### config.mk
export PLATFORM = sky130hd
export DESIGN_NAME = dwpc_ctrl
export DESIGN_NICKNAME = d
export VERILOG_FILES = /design/src/hw/rtl/dwpc_pkg.sv /design/src/hw/rtl/dwpc_ctrl.sv
export VERILOG_INCLUDE_DIRS = /design/src /design/src/hw/rtl
export SDC_FILE = /design/constraint.sdc
export NUM_CORES = 1
export LEC_CHECK = 0
export ABC_AREA = 1
export BUFFER_PORTS_ARGS = -buffer_cell sky130_fd_sc_hd__buf_2
export CAP_MARGIN = 15
export CORE_AREA = 8 8 45 47
export CTS_CLUSTER_DIAMETER = 100
export DETAILED_ROUTE_END_ITERATION = 7
export DIE_AREA = 0 0 53 55
export GPL_TIMING_DRIVEN = 0
export PLACE_DENSITY = 0.74
export SLEW_MARGIN = 15
export SYNTH_ARGS = -nofsm -noshare
export SYNTH_HDL_FRONTEND = slang
export SYNTH_SLANG_ARGS = --single-unit
export TNS_END_PERCENT = 1
### constraint.sdc
create_clock -name clk -period 1 [get_ports clk]
set_input_delay 0.05 -clock clk [delete_from_list [all_inputs] [get_ports clk]]
set_output_delay 0.05 -clock clk [all_outputs]
set_load 0.01 [all_outputs]
### src/hw/rtl/dual_wheel_pi_position_controller_core_defines.svh
// assertion macros shared by the controller core modules
`ifndef DUAL_WHEEL_PI_POSITION_CONTROLLER_CORE_DEFINES_SVH
`define DUAL_WHEEL_PI_POSITION_CONTROLLER_CORE_DEFINES_SVH

// consequent must hold in the same cycle as the antecedent
`define DWPC_ASSERT_SAME(lbl, ante, cons, msg) \
  lbl: assert property (@(posedge clk) disable iff (rst) (ante) |-> (cons)) \
    else $error(msg);

// consequent must hold in the cycle after the antecedent
`define DWPC_ASSERT_NEXT(lbl, ante, cons, msg) \
  lbl: assert property (@(posedge clk) disable iff (rst) (ante) |=> (cons)) \
    else $error(msg);

`endif

### src/hw/rtl/dwpc_pkg.sv
// types, constants and register codes of the dual wheel pi position controller
package dwpc_pkg;

  localparam int unsigned POS_W     = 32;
  localparam int unsigned GAIN_W    = 24;
  localparam int unsigned THR_W     = 16;
  localparam int unsigned LVL_W     = 6;
  localparam int unsigned CFG_IDX_W = 3;
  localparam int unsigned Y_W       = 48;
  localparam int unsigned PROD_W    = 57;

  localparam logic [GAIN_W-1:0] KP_RESET     = 24'd65536;
  localparam logic [GAIN_W-1:0] KI_RESET     = 24'd0;
  localparam logic [GAIN_W-1:0] SCALE_RESET  = 24'd65536;
  localparam logic [THR_W-1:0]  THR_RESET    = 16'd0;
  localparam logic [LVL_W-1:0]  ROT_LIMIT_RESET    = 6'd20;
  localparam logic [LVL_W-1:0]  TRAVEL_LIMIT_RESET = 6'd15;

  localparam logic MODE_ROTATION    = 1'b0;
  localparam logic MODE_TRANSLATION = 1'b1;

  typedef enum logic [CFG_IDX_W-1:0] {
    CFG_KP           = 3'd0,
    CFG_KI           = 3'd1,
    CFG_SCALE        = 3'd2,
    CFG_BUMP_THR     = 3'd3,
    CFG_ROT_LIMIT    = 3'd4,
    CFG_TRAVEL_LIMIT = 3'd5
  } cfg_idx_t;

  typedef struct packed {
    logic [GAIN_W-1:0] kp;
    logic [GAIN_W-1:0] ki;
    logic [GAIN_W-1:0] scale;
    logic [THR_W-1:0]  thr;
    logic [LVL_W-1:0]  rot_limit;
    logic [LVL_W-1:0]  travel_limit;
  } cfg_t;

  typedef enum logic [3:0] {
    S_IDLE,
    S_PREP,
    S_ERR,
    S_MUL_A,
    S_MUL_B,
    S_SUB,
    S_UPD,
    S_LVL,
    S_EMIT
  } state_t;

  typedef enum logic [1:0] {
    CH_RIGHT,
    CH_LEFT,
    CH_TRAVEL
  } ch_t;

  typedef struct packed {
    logic load_in;
    logic prep;
    logic err;
    logic mul_a;
    logic mul_b;
    logic sub;
    logic upd;
    logic lvl;
    logic emit;
    logic emit_last;
    ch_t  ch;
  } dp_cmd_t;

  typedef struct packed {
    logic halt;
    logic angle_on;
    logic distance_on;
    logic out_free;
  } dp_stat_t;

endpackage

### src/hw/rtl/dwpc_ctrl.sv
// sequencer: walks each item through the shared multiplier and pi update steps
`include "dual_wheel_pi_position_controller_core_defines.svh"

module dwpc_ctrl (
  input  logic               clk,
  input  logic               rst,
  input  logic               in_valid,
  output logic               in_stall,
  input  dwpc_pkg::dp_stat_t stat,
  output dwpc_pkg::dp_cmd_t  cmd
);

  dwpc_pkg::state_t state, state_next;
  dwpc_pkg::ch_t    ch, ch_next;

  always_ff @(posedge clk) begin
    if (rst) begin
      state <= dwpc_pkg::S_IDLE;
      ch    <= dwpc_pkg::CH_RIGHT;
    end else begin
      state <= state_next;
      ch    <= ch_next;
    end
  end

  always_comb begin
    state_next = state;
    ch_next    = ch;
    case (state)
      dwpc_pkg::S_IDLE: begin
        if (in_valid) state_next = dwpc_pkg::S_PREP;
      end
      dwpc_pkg::S_PREP: begin
        if (stat.halt || (!stat.angle_on && !stat.distance_on)) begin
          state_next = dwpc_pkg::S_IDLE;
        end else begin
          state_next = dwpc_pkg::S_ERR;
        end
      end
      dwpc_pkg::S_ERR: begin
        state_next = dwpc_pkg::S_MUL_A;
        ch_next    = stat.angle_on ? dwpc_pkg::CH_RIGHT : dwpc_pkg::CH_TRAVEL;
      end
      dwpc_pkg::S_MUL_A: state_next = dwpc_pkg::S_MUL_B;
      dwpc_pkg::S_MUL_B: state_next = dwpc_pkg::S_SUB;
      dwpc_pkg::S_SUB:   state_next = dwpc_pkg::S_UPD;
      dwpc_pkg::S_UPD:   state_next = dwpc_pkg::S_LVL;
      dwpc_pkg::S_LVL: begin
        if (ch == dwpc_pkg::CH_RIGHT) begin
          ch_next    = dwpc_pkg::CH_LEFT;
          state_next = dwpc_pkg::S_MUL_A;
        end else begin
          state_next = dwpc_pkg::S_EMIT;
        end
      end
      dwpc_pkg::S_EMIT: begin
        if (stat.out_free) begin
          if (ch != dwpc_pkg::CH_TRAVEL && stat.distance_on) begin
            ch_next    = dwpc_pkg::CH_TRAVEL;
            state_next = dwpc_pkg::S_MUL_A;
          end else begin
            state_next = dwpc_pkg::S_IDLE;
          end
        end
      end
      default: state_next = dwpc_pkg::S_IDLE;
    endcase
  end

  always_comb begin
    cmd      = '0;
    cmd.ch   = ch;
    in_stall = (state != dwpc_pkg::S_IDLE);
    case (state)
      dwpc_pkg::S_IDLE:  cmd.load_in = in_valid;
      dwpc_pkg::S_PREP:  cmd.prep    = 1'b1;
      dwpc_pkg::S_ERR:   cmd.err     = 1'b1;
      dwpc_pkg::S_MUL_A: cmd.mul_a   = 1'b1;
      dwpc_pkg::S_MUL_B: cmd.mul_b   = 1'b1;
      dwpc_pkg::S_SUB:   cmd.sub     = 1'b1;
      dwpc_pkg::S_UPD:   cmd.upd     = 1'b1;
      dwpc_pkg::S_LVL:   cmd.lvl     = 1'b1;
      dwpc_pkg::S_EMIT: begin
        cmd.emit      = stat.out_free;
        // translation is always the final item; rotation only without a distance target
        cmd.emit_last = (ch == dwpc_pkg::CH_TRAVEL) || !stat.distance_on;
      end
      default: cmd = '0;
    endcase
  end

  `DWPC_ASSERT_NEXT(a_accept_prep, in_valid && !in_stall, state == dwpc_pkg::S_PREP, "accepted item did not start preparation")
  `DWPC_ASSERT_NEXT(a_left_after_right, state == dwpc_pkg::S_LVL && ch == dwpc_pkg::CH_RIGHT, state == dwpc_pkg::S_MUL_A && ch == dwpc_pkg::CH_LEFT, "left channel did not follow right channel")
  `DWPC_ASSERT_SAME(a_travel_last, cmd.emit && cmd.ch == dwpc_pkg::CH_TRAVEL, cmd.emit_last, "translation item not marked last")

endmodule

# Word level (Yosys, flattened, before mapping)
# Index checks and enable logic that the tools add are counted.
dict set report op_classes {
  eq_ne 14
  mux 21
  reduce_logical 13
}
# operator n
set op_table {}
lappend op_table {{$pmux 4 s9} 1}
lappend op_table {{$eq 4x3->1 const B} 4}
lappend op_table {{$mux 2} 8}
lappend op_table {{$mux 4} 3}
lappend op_table {{$ne 2x2->1 const B} 5}
lappend op_table {{$reduce_or 9->1} 1}
lappend op_table {{$eq 4x2->1 const B} 2}
lappend op_table {{$mux 1} 8}
lappend op_table {{$pmux 2 s3} 1}
lappend op_table {{$eq 4x1->1 const B} 1}
lappend op_table {{$eq 4x4->1 const B} 1}
lappend op_table {{$logic_not 4->1} 1}
lappend op_table {{$reduce_and 4->1} 1}
lappend op_table {{$reduce_bool 4->1} 1}
lappend op_table {{$reduce_bool 3->1} 1}
lappend op_table {{$eq 2x2->1 const B} 1}
lappend op_table {{$logic_and 1x1->1} 2}
lappend op_table {{$logic_not 1->1} 2}
lappend op_table {{$logic_not 2->1} 1}
lappend op_table {{$logic_or 1x1->1} 2}
lappend op_table {{$reduce_and 2->1} 1}
dict set report word_totals {
  ff_bits 6
  inputBits 7
  output_inout_bits 13
  wordCells 50
}

# Logic depth before layout (Yosys ltp)
# Gate-level depths: netlist of the first run.
dict set report logic_depth {
  depth_word 5
  ltp_mapped 9
}

# Least setup slack after synthesis of the first run
# Ideal clock, no wire load.
dict set report synth_timing {
  path_kind {reg2reg}
  start {register state[0]}
  end {register ch[0]}
  setup_time_ns 0.113
  arrival_time_ns 0.963
  path_slack_ns -0.075
  path_stages_with_launch 9
  path_cell_list {dfxtp_1 nor2_2 nand2_2 inv_2 nand2_2 nand2_2 nor2_2 nor2_1 nor2_1}
}
dict set report synth_between {
  elab_chain_cells 3
  word_cells_on_any_way 9
  cone_classes {6 x eq/ne; 1 x mux; 2 x reduce/logical}
}
# element line
set synth_rtl {}
lappend synth_rtl {{start, declared} dwpc_ctrl.sv:13} ;# dwpc_pkg::state_t state, state_next;
lappend synth_rtl {{start signal, assigned} dwpc_ctrl.sv:18} ;# state <= dwpc_pkg::S_IDLE;
lappend synth_rtl {{start signal, assigned} dwpc_ctrl.sv:21} ;# state <= state_next;
lappend synth_rtl {{$eq 4x4->1, or another cell as far along} dwpc_ctrl.sv:29} ;# case (state)
lappend synth_rtl {{$ne 2x2->1 (no line) or $reduce_bool 3->1 (tied branches)} -}
lappend synth_rtl {{$reduce_and 4->1 (no line)} -}
lappend synth_rtl {{end signal, assigned} dwpc_ctrl.sv:19} ;# ch <= dwpc_pkg::CH_RIGHT;
lappend synth_rtl {{end signal, assigned} dwpc_ctrl.sv:22} ;# ch <= ch_next;
lappend synth_rtl {{end, declared} dwpc_ctrl.sv:14} ;# dwpc_pkg::ch_t ch, ch_next;
# Parallel ways exist; a longest one is shown, timed or not.
# A chain may end at the register's enable or synchronous reset.

==> out/metrics.cfg, run 1 <==
[grt]
track_usage=0.09891
grt_antenna_before_repair=0
grt_pass1_vias=532
grt-ovfl-total=0
grt_max_degree=7
grt_pass1_wl_um=2152

[placed_design]
placed_area_um2=603.1
gp_congestion=0.7904
port_buffers=19
place_hpwl_um=1015
place_ws_ns=-0.1949

[yosys]
synth_cell_types=15
ys_ff_latch=6
synth_top_area_share=0.2487
yosysWarningCount=0
ys_seq_area_frac=0.2487
syn-num-nets=94
avgSynthCellArea_um2=5.551
postSynthCellCount=87
netlist_area_um2=483.0
synth_top_area_cell=dfxtp_1
netlist_top_cells_area=dfxtp_1 (25%), nor2_1 (18%), inv_1 (12%), nand2_1 (11%), nand2_2 (7.8%)

[min_path]
hold_path_class=in2reg
holdPathStages=2
min_to=state[3]
holdCritStartpoint=rst

[layout]
finalInstanceArea_um2=690.7
drive_gt1_frac=0.4464
utilization=0.4991
area_growth_pct=43.01
final_nets=121
diodes=0

[worst_setup_path]
critical_path.cell_chain=inv_4, nor2_4, nand2_4, inv_4, nor2_2, nor2_1, buf_2
r2r-end=ch[1]
end_kind=primary output
crit_type=reg2out
rrSetupSlack_ns=-0.20
path_common_cell=inv_4
required_ns=0.95
cpPeakStageDelay_ns=0.38
startpoint=state[3]
worst_r2r_path_depth=9
worstReg2RegStart=state[3]
cp.arrival_ns=1.17
worstSetupStartpointType=flip-flop
crit_path_max_fanout=4
crit_slowest_cell=dfxtp_4

[floorplanning]
die_w_um=53
die_h_um=55
initial_core_util=0.3490
rows=14
coreArea_um2=1384
die_area_um2=2915
ioPinCount=20

[cts]
root_buffer=clkbuf_4
clock_path_buffers=2
tritoncts=done
path_clk_slew_ns=0.04
htreeDepth=1
clk_latency_ns=0.24
cts.sinks=6
cts_buffers=3

[power_and_ir_drop]
switching_share=0.2872
p_comb_frac=0.229
p_per_area_nw_per_um2=896.5
vdd_ir_drop_max_mv=0.4710
pwr-share-seq=0.422
switching_power_mw=0.1779
clock_power_share=0.349
p_leak_nw=0.4260
p_int_mw=0.4413

[sta]
relSlewSlack=0.8400
min_period_over_period=1.224
setup_violations=18
max_freq_mhz=817.2
skew_ns=0.001736
rsz0062_at_grt=yes
fin_ws_ns=-0.2237
fin_setup_tns_ns=-2.719
worstMarginPinSlew_ns=0.2394
slew_viol_final=0
timing.final.hold_violations=0
min_period_ns=1.224

[routing]
ant_nets=0
viasPerCell=4.602
drt-initial-drc-count=9
route.detailed.drc=0
avgRoutedWirePerCell_um=10.52
drt-pass1-iter-count=4
vias=589
wirelength_um=1347

[outcome]
violations=negative setup slack
outcome=finished with violations

[run]
cap_violations=0

[layer usage]
layer / global-route usage / up-vias / share of wire / wire [µm]
met5: 0 / - / 0 / 0
met4: 0.07759 / 0 / 0.031 / 42
met3: 0.02406 / 5 / 0.091 / 122
met2: 0.1582 / 23 / 0.48 / 647
met1: 0.1109 / 252 / 0.40 / 535
li1: - / 309 / - / -
[power by group through the flow]
stage	clock [mW]	combinational (mW)	sequential, mW
final	0.216	0.142	0.261
after detailed placement	0	0.129	0.266
after floorplan	0	0.0822	0.264
after CTS	0.232	0.139	0.262
after global routing	0.244	0.160	0.263
after global placement	0	0.126	0.266
[layout by cell type, fill, tap and decap left out]
cell,synthesis,final
buf_2,0,19
o21ai_0,2,2
clkbuf_4,0,3
nand2_2,6,5
dfxtp_1,6,2
a21boi_1,0,1
nor2_2,5,6
nand3_1,5,5
dfxtp_2,0,1
buf_4,1,4
or2_2,1,1
inv_2,3,1
nor2_1,23,19
nand2_1,14,14
nand4_1,1,1
inv_4,0,2
a21oi_1,3,3
inv_1,15,15
dfxtp_4,0,3
nand3_2,1,1
nand2_4,0,1
nor2_4,0,3
[repair_timing]
action                                  CTS  global route
hold buffers                              0             0
pin swaps                                 2             1
gates resized for setup                   9             6
buffers inserted                          3             0
endpoints found under the setup margin   18            18
[Yosys cell counts]
master and instances:
nand4_1 1, nand2_2 6, a21boi_0 1, nor2_1 23, inv_2 3, buf_4 1
a21oi_1 3, nor2_2 5, nand3_2 1, nand2_1 14, o21ai_0 2, dfxtp_1 6
nand3_1 5, or2_2 1, inv_1 15
[cell families (layout without fill, tap and decap cells)]
kind of cell,after synthesis,in the layout,synth area share
AOI/OAI and AO/OA,6,6,0.06736
buffers and inverters,19,44,0.1554
DFF,6,6,0.2487
and+or+nand+nor,56,56,0.5285
[critical path, delay by kind of cell, from the launching register on]
family	cells	cell delay (ns)
simple gates	4	0.29
buf+inv	3	0.26
flops	1	0.38
[area by class of cell]
type	instances	area, µm²
plain buffers	1	7.507
fillers	146	693.2
well taps	16	20.02
clock buffers	3	22.52
inverters	18	72.57
flip-flops and latches	6	132.6
repair buffers	22	117.6
multi-input cells	62	317.8
[registers in the layout (all words and copies together) (netlist names)]
signal and flops:
ch 2, state 4
[worst max-delay path by stage]
stage	end	cells past startpoint
2_1_floorplan	ch[0]	9
3_3_place_gp	ch[0]	8
3_5_place_dp	ch[0]	8
4_1_cts	cmd[1]	7
5_1_grt	cmd[1]	7
6_report	cmd[1]	7
[stage by stage]
stage	hold WS, ns	power [mW]	cells
after floorplan	0.1141	0.3462	87
after global placement	0.2630	0.3914	122
after detailed placement	0.2722	0.3950	122
after CTS	0.006978	0.6322	128
after global routing	0.009710	0.6660	128
final	0.01264	0.6192	128
Note: power is estimated with default switching activity, not from simulation.
==> run 2: changes to the inputs <==
--- a/config.mk
+++ b/config.mk
@@ -10,11 +10,13 @@
 export BUFFER_PORTS_ARGS = -buffer_cell sky130_fd_sc_hd__buf_2
 export CAP_MARGIN = 15
 export CORE_AREA = 8 8 45 47
+export CTS_BUF_LIST = sky130_fd_sc_hd__clkbuf_8
 export CTS_CLUSTER_DIAMETER = 100
 export DETAILED_ROUTE_END_ITERATION = 7
 export DIE_AREA = 0 0 53 55
 export GPL_TIMING_DRIVEN = 0
 export PLACE_DENSITY = 0.74
+export SETUP_SLACK_MARGIN = 0.2
 export SLEW_MARGIN = 15
 export SYNTH_ARGS = -nofsm -noshare
 export SYNTH_HDL_FRONTEND = slang
==> run 2 against run 1 <==
Against the previous run: the run still ends with negative setup slack left; via count fell by 1.9%; setup slack improved by 0.019 ns; sequential share of layout area fell by 0.57 points; wire length fell by 4.4%; worst hold slack improved by 0.024 ns; design area rose by 3.1%; clock power rose by 63%; highest routed layer unchanged; die area did not move; register-to-register slack improved by 0.02 ns.
==> out/metrics.cfg, run 2 (synthesis results as in run 1) <==
[sta]
setup_violations=18
min_period_ns=1.205
slew_viol_final=0
fin_setup_tns_ns=-2.486
skew_ns=0.001022
timing.final.hold_violations=0
hold_slack_ns=0.03676
relSlewSlack=0.7592
max_freq_mhz=830.1
rsz0062_at_grt=yes
fin_ws_ns=-0.2047
worstMarginPinSlew_ns=0.3579
min_period_over_period=1.205

[grt]
grt_max_degree=7
grt_pass1_vias=529
grt-ovfl-total=0
grt_antenna_before_repair=0
track_usage=0.09617
grt_pass1_wl_um=2159

[floorplanning]
die_area_um2=2915
ioPinCount=20
initial_core_util=0.3490
rows=14
die_w_um=53
coreArea_um2=1384
die_h_um=55

[power_and_ir_drop]
p_leak_nw=0.4330
p_per_area_nw_per_um2=1072
vdd_ir_drop_max_mv=0.6216
power_mw=0.7634

[placed_design]
placed_area_um2=603.1
place_inst=122
place_hpwl_um=1015
place_ws_ns=-0.1949
port_buffers=19
gp_congestion=0.7904

[cts]
postCtsHoldBufs=0
clk_latency_ns=0.22
tritoncts=done
clock_path_buffers=2
cts_buffers=3
root_buffer=clkbuf_8
htreeDepth=1
path_clk_slew_ns=0.03
cts.sinks=6

[layout]
largest_register_ff_count=4
area_growth_pct=47.41
reg_top3=state: 4 flops, ch: 2 flops
instances_no_fill=128
final_nets=121
register_area_um2=132.6
drive_gt1_frac=0.4554
final_cell_mix=nor2_1 (19), buf_2 (19), inv_1 (15), nand2_1 (13)
multi_input_area_um2=320.3
utilization=0.5145
diodes=0
nFillCells=142
regMostFlops=state
finalInstanceArea_um2=711.9

[worst_setup_path]
cp.arrival_ns=1.15
rrSetupSlack_ns=-0.18
crit_path_max_fanout=4
worst_r2r_path_depth=9
worstSetupStartpointType=flip-flop
r2r-end=ch[0]
end_kind=primary output
worstReg2RegStart=state[3]
required_ns=0.95
crit_type=reg2out

[min_path]
hold_path_class=in2reg
min_to=state[3]
holdPathStages=2
holdCritStartpoint=rst

[routing]
route.detailed.drc=0
vias=578
viasPerCell=4.516
wirelength_um=1288
avgRoutedWirePerCell_um=10.06
ant_nets=0
drt-initial-drc-count=6
drt-pass1-iter-count=4

[outcome]
outcome=finished with violations
violations=negative setup slack

[run]
cap_violations=0

-- run 2: worst max-delay path by stage --
stage,start,to,slack (ns),depth (start not counted)
floorplan,state[3],ch[0],-0.05,9
CTS,state[3],cmd[1],-0.21,7
global route,state[3],cmd[1],-0.30,7
detailed placement,state[2],ch[0],-0.19,8
global placement,state[2],ch[0],-0.16,8
finish,state[3],cmd[1],-0.20,7
-- run 2: area by class of cell --
class	count	area share
Tap cell	16	0.02812
Buffer	1	0.01054
Timing Repair Buffer	22	0.1652
Multi-Input combinational cell	62	0.4499
Clock buffer	3	0.05800
Sequential cell	6	0.1863
Inverter	18	0.1019
-- run 2: routing by layer --
layer,GRT usage,up-vias,share of wire
met2,0.1504,16,0.47
met4,0.07759,0,0.030
li1,-,309,-
met3,0.01604,5,0.082
met1,0.1140,248,0.42
met5,0,-,0
-- run 2: critical path: stages (launching register included) --
cell	delay (ns)
dfxtp_4	0.38
inv_4	0.06
nor2_4	0.10
nand2_4	0.08
inv_4	0.07
nor2_2	0.04
nor2_1	0.07
buf_2	0.13
-- run 2: repair_timing --
action,CTS,global route
endpoints found under the setup margin,19,19
gates resized for setup,11,4
cloned,0,0
buffers inserted,3,0
pin swaps,2,3
-- run 2: where the power goes --
| part | switching, mW | leakage, nW | total, mW | internal, mW |
|---|---|---|---|---|
| registers | 0.0153 | 0.0514 | 0.262 | 0.247 |
| logic | 0.0833 | 0.360 | 0.149 | 0.0661 |
| clock network | 0.0940 | 0.0216 | 0.352 | 0.258 |
==> run 3: changes to the inputs <==
--- a/config.mk
+++ b/config.mk
@@ -7,15 +7,15 @@
 export NUM_CORES = 1
 export LEC_CHECK = 0
 export ABC_AREA = 1
-export BUFFER_PORTS_ARGS = -buffer_cell sky130_fd_sc_hd__buf_2
+export BUFFER_PORTS_ARGS = -buffer_cell sky130_fd_sc_hd__buf_4
 export CAP_MARGIN = 15
-export CORE_AREA = 8 8 45 47
+export CORE_MARGIN = 8
+export CORE_UTILIZATION = 30
 export CTS_BUF_LIST = sky130_fd_sc_hd__clkbuf_8
 export CTS_CLUSTER_DIAMETER = 100
 export DETAILED_ROUTE_END_ITERATION = 7
-export DIE_AREA = 0 0 53 55
 export GPL_TIMING_DRIVEN = 0
-export PLACE_DENSITY = 0.74
+export PLACE_DENSITY = 0.64
 export SETUP_SLACK_MARGIN = 0.2
 export SLEW_MARGIN = 15
 export SYNTH_ARGS = -nofsm -noshare
==> run 3 against run 2 <==
Against the previous run: worst hold slack lost 0.021 ns; non-clock buffer count grew 6; wire length grew 14%; the run still ends with negative setup slack left; clock power is essentially flat; power grew 3.7%; combinational power grew 21%; design area grew 16%; setup slack lost 0.056 ns; count of clock-buffer cells in the layout is the same.
==> out/metrics.cfg, run 3 (synthesis results as in run 1) <==
[sta]
min_period_ns=1.260
setup_violations=18
relSlewSlack=0.7826
slew_viol_final=0
min_period_over_period=1.260
hold_slack_ns=0.01578
rsz0062_at_grt=yes
fin_setup_tns_ns=-3.082
worstMarginPinSlew_ns=0.3232
max_freq_mhz=793.5
skew_ns=0.0003979
fin_ws_ns=-0.2603
timing.final.hold_violations=0

[floorplanning]
rows=14
coreArea_um2=1506
ioPinCount=20
die_area_um2=3150
die_h_um=56.13
die_w_um=56.13
initial_core_util=0.3206

[grt]
grt-ovfl-total=0
grt_antenna_before_repair=0
track_usage=0.08826
grt_max_degree=7
grt_pass1_vias=551
grt_pass1_wl_um=2311

[worst_setup_path]
path_common_cell=buf_4
crit_slowest_cell=dfxtp_4
critical_path.cell_chain=buf_4, nor2_4, nand2_2, nor2_1, buf_4
worstReg2RegStart=state[3]
cp_num_buf_inv=2
rrSetupSlack_ns=-0.21
worst_r2r_path_depth=10
cp.arrival_ns=1.21
r2r-end=ch[1]
cpPeakStageDelay_ns=0.36
crit_path_max_fanout=4
worstSetupStartpointType=flip-flop
crit_type=reg2out
required_ns=0.95
end_kind=primary output
cp_top_family=flip-flops

[layout]
largest_register_ff_count=4
final_nets=127
diodes=0
utilization=0.5473
area_growth_pct=70.73
finalInstanceArea_um2=824.5
final_cell_mix=buf_4 (29), nor2_1 (17), inv_1 (14), nand2_1 (13)
nFillCells=154
regMostFlops=state
reg_top3=state: 4 flops, ch: 2 flops
instances_no_fill=134
drive_gt1_frac=0.5085
final_common_cell=buf_4

[cts]
postCtsHoldBufs=0
cts.sinks=6
htreeDepth=1
cts_buffers=3
root_buffer=clkbuf_8
path_clk_slew_ns=0.03
clock_path_buffers=2
tritoncts=done
clk_latency_ns=0.22

[run]
cap_violations=0

[min_path]
holdPathStages=2
hold_path_class=in2reg
min_to=state[2]
holdCritStartpoint=rst

[routing]
drt-initial-drc-count=5
viasPerCell=4.478
ant_nets=0
drt-pass1-iter-count=4
vias=600
wirelength_um=1469
avgRoutedWirePerCell_um=10.96
route.detailed.drc=0

[power_and_ir_drop]
vdd_ir_drop_max_mv=0.5984
p_leak_nw=0.4691
power_mw=0.7918
p_per_area_nw_per_um2=960.3

[placed_design]
placed_area_um2=650.6
place_hpwl_um=1076
place_inst=122
gp_congestion=0.8002
place_ws_ns=-0.1944
port_buffers=19

[outcome]
violations=negative setup slack
outcome=finished with violations

[run 3: changes by cell type in the layout (fill, tap and decap cells not counted)]
cell     previous run  this run
inv_6               0         1
inv_4               2         1
dfxtp_2             1         0
buf_4               4        29
dfxtp_4             3         4
nor2_1             19        17
inv_1              15        14
buf_2              19         0
inv_2               1         2
nor2_4              3         5
[run 3: worst max-delay path by stage]
stage / from / end / depth (start not counted)
after floorplan: state[3] / ch[0] / 9
after global placement: state[2] / ch[0] / 8
after detailed placement: state[2] / ch[0] / 8
after CTS: state[3] / cmd[1] / 7
after global routing: state[3] / cmd[1] / 7
final: state[3] / cmd[11] / 5
[run 3: cell type report]
type | instances | area (µm²) | share of cell area
multi-input combinational | 62 | 335.3 | 0.4067
timing repair buffer | 28 | 210.2 | 0.2549
sequential | 6 | 135.1 | 0.1639
inverter | 18 | 75.07 | 0.09105
clock buffer | 3 | 41.29 | 0.05008
tap | 16 | 20.02 | 0.02428
buffer | 1 | 7.507 | 0.009105
[run 3: routing by layer]
metal | part of all wire | global-route usage
met5 | 0 | 0
met4 | 0.025 | 0.05155
met3 | 0.058 | 0.03653
met2 | 0.48 | 0.1426
met1 | 0.44 | 0.09335
[run 3: what timing repair did]
action / 4_1_cts / 5_1_grt
resized for setup: 11 / 11
pin swaps: 2 / 5
setup endpoints to repair: 19 / 19
gates cloned: 0 / 0
buffers inserted: 4 / 5
[run 3: power breakdown]
group	internal, mW	switching (mW)
combinational	0.0887	0.0911
clock	0.258	0.0973
sequential	0.245	0.0123
total	0.591	0.201
